**config.mk**
```make
export PLATFORM = sky130hd
export DESIGN_NAME = femap_cell
export DESIGN_NICKNAME = d
export VERILOG_FILES = /design/src/design/femap_pkg.sv /design/src/design/femap_cell.sv
export SDC_FILE = /design/constraint.sdc
export NUM_CORES = 1
export LEC_CHECK = 0
export BUFFER_PORTS_ARGS = -buffer_cell sky130_fd_sc_hd__buf_2
export CORE_AREA = 2 2 102 104
export DETAILED_ROUTE_END_ITERATION = 10
export DIE_AREA = 0 0 104 106
export PLACE_DENSITY = 0.72
export SYNTH_ARGS = -nofsm -noshare
export SYNTH_HDL_FRONTEND = slang
export SYNTH_SLANG_ARGS = --single-unit
```
**constraint.sdc**
```tcl
create_clock -name clk -period 1 [get_ports clk]
set_input_delay 0.25 -clock clk [delete_from_list [all_inputs] [get_ports clk]]
set_output_delay 0.25 -clock clk [all_outputs]
set_load 0.01 [all_outputs]
```
**src/design/femap_pkg.sv**
```systemverilog
// Shared types and codes for the free extent map allocator.
package femap_pkg;

  localparam logic ACT_ALLOC = 1'b0;
  localparam logic ACT_FREE  = 1'b1;

  localparam logic [1:0] ST_OK      = 2'd0;
  localparam logic [1:0] ST_NO_FIT  = 2'd1;
  localparam logic [1:0] ST_FULL    = 2'd2;

  typedef struct packed {
    logic        action;
    logic [31:0] req_size;
    logic [31:0] free_address;
  } req_t;

  typedef struct packed {
    logic [31:0] alloc_address;
    logic [1:0]  status;
  } rsp_t;

  // What one cell loads at the next edge.
  typedef enum logic [1:0] {
    CTL_HOLD,
    CTL_RIGHT,
    CTL_LEFT,
    CTL_NEW
  } cell_ctl_t;

  // Operation broadcast along the row.
  typedef enum logic [1:0] {
    CMD_NONE,
    CMD_SHL,
    CMD_INS,
    CMD_WR
  } row_cmd_t;

endpackage

```
**src/design/femap_cell.sv**
```systemverilog
// One cell of the extent row: holds a start and a size, loads from a neighbour or the bus.
module femap_cell #(
  parameter int ADDR_BITS = 32
) (
  input  logic                  clk,
  input  logic                  rst,
  input  femap_pkg::cell_ctl_t  ctl,
  input  logic [ADDR_BITS-1:0]  left_start,
  input  logic [ADDR_BITS-1:0]  left_size,
  input  logic [ADDR_BITS-1:0]  right_start,
  input  logic [ADDR_BITS-1:0]  right_size,
  input  logic [ADDR_BITS-1:0]  new_start,
  input  logic [ADDR_BITS-1:0]  new_size,
  output logic [ADDR_BITS-1:0]  start,
  output logic [ADDR_BITS-1:0]  size
);
  import femap_pkg::*;

  always_ff @(posedge clk) begin
    if (rst) begin
      start <= '0;
      size  <= '0;
    end else begin
      case (ctl)
        CTL_RIGHT: begin
          start <= right_start;
          size  <= right_size;
        end
        CTL_LEFT: begin
          start <= left_start;
          size  <= left_size;
        end
        CTL_NEW: begin
          start <= new_start;
          size  <= new_size;
        end
        default: begin
          start <= start;
          size  <= size;
        end
      endcase
    end
  end

endmodule

```
==> summary.txt <==
Clock network
  – Sink Count: 64
  – H-tree levels: 3
  – TritonCTS Buffers: 9
  – CTS tree: done
  – Clk buf depth: 2
  – Reg clk slew, reported paths: 0.07 ns
  – Clk Latency, worst-skew pair: 0.33 ns
  – Clock Root Buffer: clkbuf_8

Floorplan
  – Core footprint: 0.0100 mm²
  – Initial Util: 0.329
  – Site Rows: 37
  – # IOs: 260
  – Die Height: 106 µm
  – Die Area: 0.0110 mm²
  – Die extent in x: 104 µm

Global routing
  – Initial antenna violation count: 0
  – Pin count of the biggest net entering global routing: 42
  – Remaining global-route overflow: 0
  – Global-route wire length before repair: 15.7 mm
  – Vias in the first global route: 3367
  – Total GRT Usage: 0.175

Final layout
  – Most frequent cells in the layout: buf_2, mux2i_1, buf_6
  – Commonest non-fill, non-tap cell in the layout: buf_2
  – Syn-to-layout area delta: 62.1%
  – Layout cell share with drive strength beyond 1: 0.647
  – Final #Nets: 743
  – Non-filler cells, final: 688
  – Ant diodes: 0

Routing
  – Final WL: 10.1 mm
  – 1st-iter DRT viols: 106
  – Wire per inst: 14.7 µm
  – DR vias/cell: 4.81
  – Antenna Nets Post-Route: 0
  – DRT Pass-1 Iters: 4
  – Residual DRC: 0
  – Via Count: 3307

Synth
  – Synth cell types: 11
  – Cell area after synthesis: 0.00329 mm²
  – Synth Net Count: 482
  – Post-synthesis mux area share: 0.390
  – Top cell type by total area after synthesis: dfxtp_1
  – Synth top area share: 0.390
  – Synth top area cells: dfxtp_1, mux2i_1, o22ai_1
  – Yosys warns: 0
  – Largest family of logic cells by synthesized area: multiplexers
  – Synthesis-stage register bit count: 64
  – Synth Instances: 286
  – Xor and xnor area share after synthesis: 0
  – Avg Cell Area, Syn: 11.5 µm²
  – Simple logic cell fraction of the synthesized area: 0.00381
  – Sequential cell area fraction in the yosys report: 0.390
  – Post-synthesis adder-cell area fraction: 0
  – Compound-Gate Fraction of Synth Area: 0.122

STA
  – RSZ-0062 raised after global routing: yes
  – Final Max Tran Viols: 0
  – Setup Viol. Count Final: 63
  – Worst-margin pin slew: 0.245 ns
  – Hold Violations, Final: 0
  – Total negative slack: -0.950 ns
  – Worst Skew: 0 ns
  – Max-Slew Margin vs Limit: 0.837
  – Highest Clock Rate: 965 MHz
  – Setup ws final: -0.0368 ns
  – Final period utilization: 1.04
  – Fin crit period: 1.04 ns

Worst hold path
  – Hold path startpoint: right_start[18]
  – Hold WC Path Type: input port to register

Outcome
  – Status: finished with violations
  – Failing checks: negative setup slack

Critical path
  – Cell Chain, Critical Path: buf_6
  – CP Class: register to output pin
  – CP Launch Type: register
  – R2R Path Start: start[18]
  – Crit path buffers/inverters: 1
  – Critical Path Max Stage Delay: 0.36 ns
  – CP Launch Point: size[24]
  – Endpoint arrival time on the critical path: 0.79 ns
  – Critical Path Sink Type: output pin
  – Slowest-stage cell, CP: dfxtp_2
  – Worst EP required: 0.75 ns
  – Crit path max-delay family: flip-flops
  – Maximum fanout along the worst path: 2

Pwr
  – Pwr/cell area: 1270 mW/mm²
  – Worst vdd ir: 0.614 mV
  – LEAKAGE: 2.76 nW

Placement
  – Dpl cells: 668
  – Post-DP HPWL: 7.46 mm
  – GPL Wtd Cong: 0.789
  – Number of port buffers: 259

Run
  – Max-cap violations: 0
-- synthesized netlist by cell type --
cell type,number
buf_8,5
o22ai_1,64
mux2i_1,128
buf_2,7
buf_4,1
clkbuf_1,6
dfxtp_1,64
buf_6,1
nand2b_1,1
buf_12,8
or2_1,1
-- report_power, final --
| part | switching (W) | internal, W | leakage [nW] |
|---|---|---|---|
| Clock | 0.000958 | 0.00114 | 0.0941 |
| Combinational | 0.000692 | 0.00105 | 2.11 |
| Sequential | 0.000149 | 0.00280 | 0.551 |
-- state kept, by name, indices dropped and copies added (netlist names) --
register	cells
size	32
start	32
-- through the flow --
stage	total power, W	worst slack (ns)	hold slack [ns]	area [µm²]	utilization
after detailed placement	0.00440	-0.187	0.535	4640	0.464
after global placement	0.00437	-0.142	0.510	4640	0.464
final	0.00679	-0.0368	0.197	5330	0.533
after floorplan	0.00374	0.0151	0.420	3290	-
after global routing	0.00713	-0.0745	0.179	5330	0.533
after CTS	0.00686	-0.0528	0.177	5300	0.530
-- tightest hold or removal path, delay by kind of cell --
kind,cells,cell delay [ns]
compound gates,1,0.11
buf+inv,1,0.07
mux,1,0.05
-- logic make-up (layout without fill, tap and decap cells) --
| group | count (synthesis) | count (layout) |
|---|---|---|
| simple gates | 2 | 2 |
| mux | 128 | 128 |
| compound gates | 64 | 64 |
| buf+inv | 28 | 294 |
| flops | 64 | 64 |
-- per-layer routing --
layer / global-route usage / up-vias / wire [µm]
li1: - / 1620 / -
met1: 0.188 / 1524 / 3840
met2: 0.329 / 147 / 5510
met3: 0.0411 / 16 / 610
met4: 0.0724 / 0 / 188
met5: 0 / - / 0
-- what timing repair did --
item,in CTS,in global routing
hold buffers,0,0
gates resized for setup,128,0
endpoints found under the hold margin,0,0
gates cloned,0,0
pin swaps,0,0
setup buffers,0,4
endpoints found under the setup margin,64,64
-- final cells by class --
class	count	area, µm²
clock buffer	12	135
clock inverter	4	45.0
fill	906	4670
multi-input combinational	194	1700
sequential	64	1360
tap	136	170
timing repair buffer	278	1920
-- final timing paths --
| check | to | slack (ns) | cells past startpoint |
|---|---|---|---|
| hold / removal | start[18] | 0.20 | 3 |
| setup reg to reg | start[18] | 0.21 | 3 |
| hold reg to reg | start[27] | 0.56 | 2 |
| setup / recovery | size[24] | -0.04 | 1 |
Note: power is estimated with default switching activity, not from simulation.
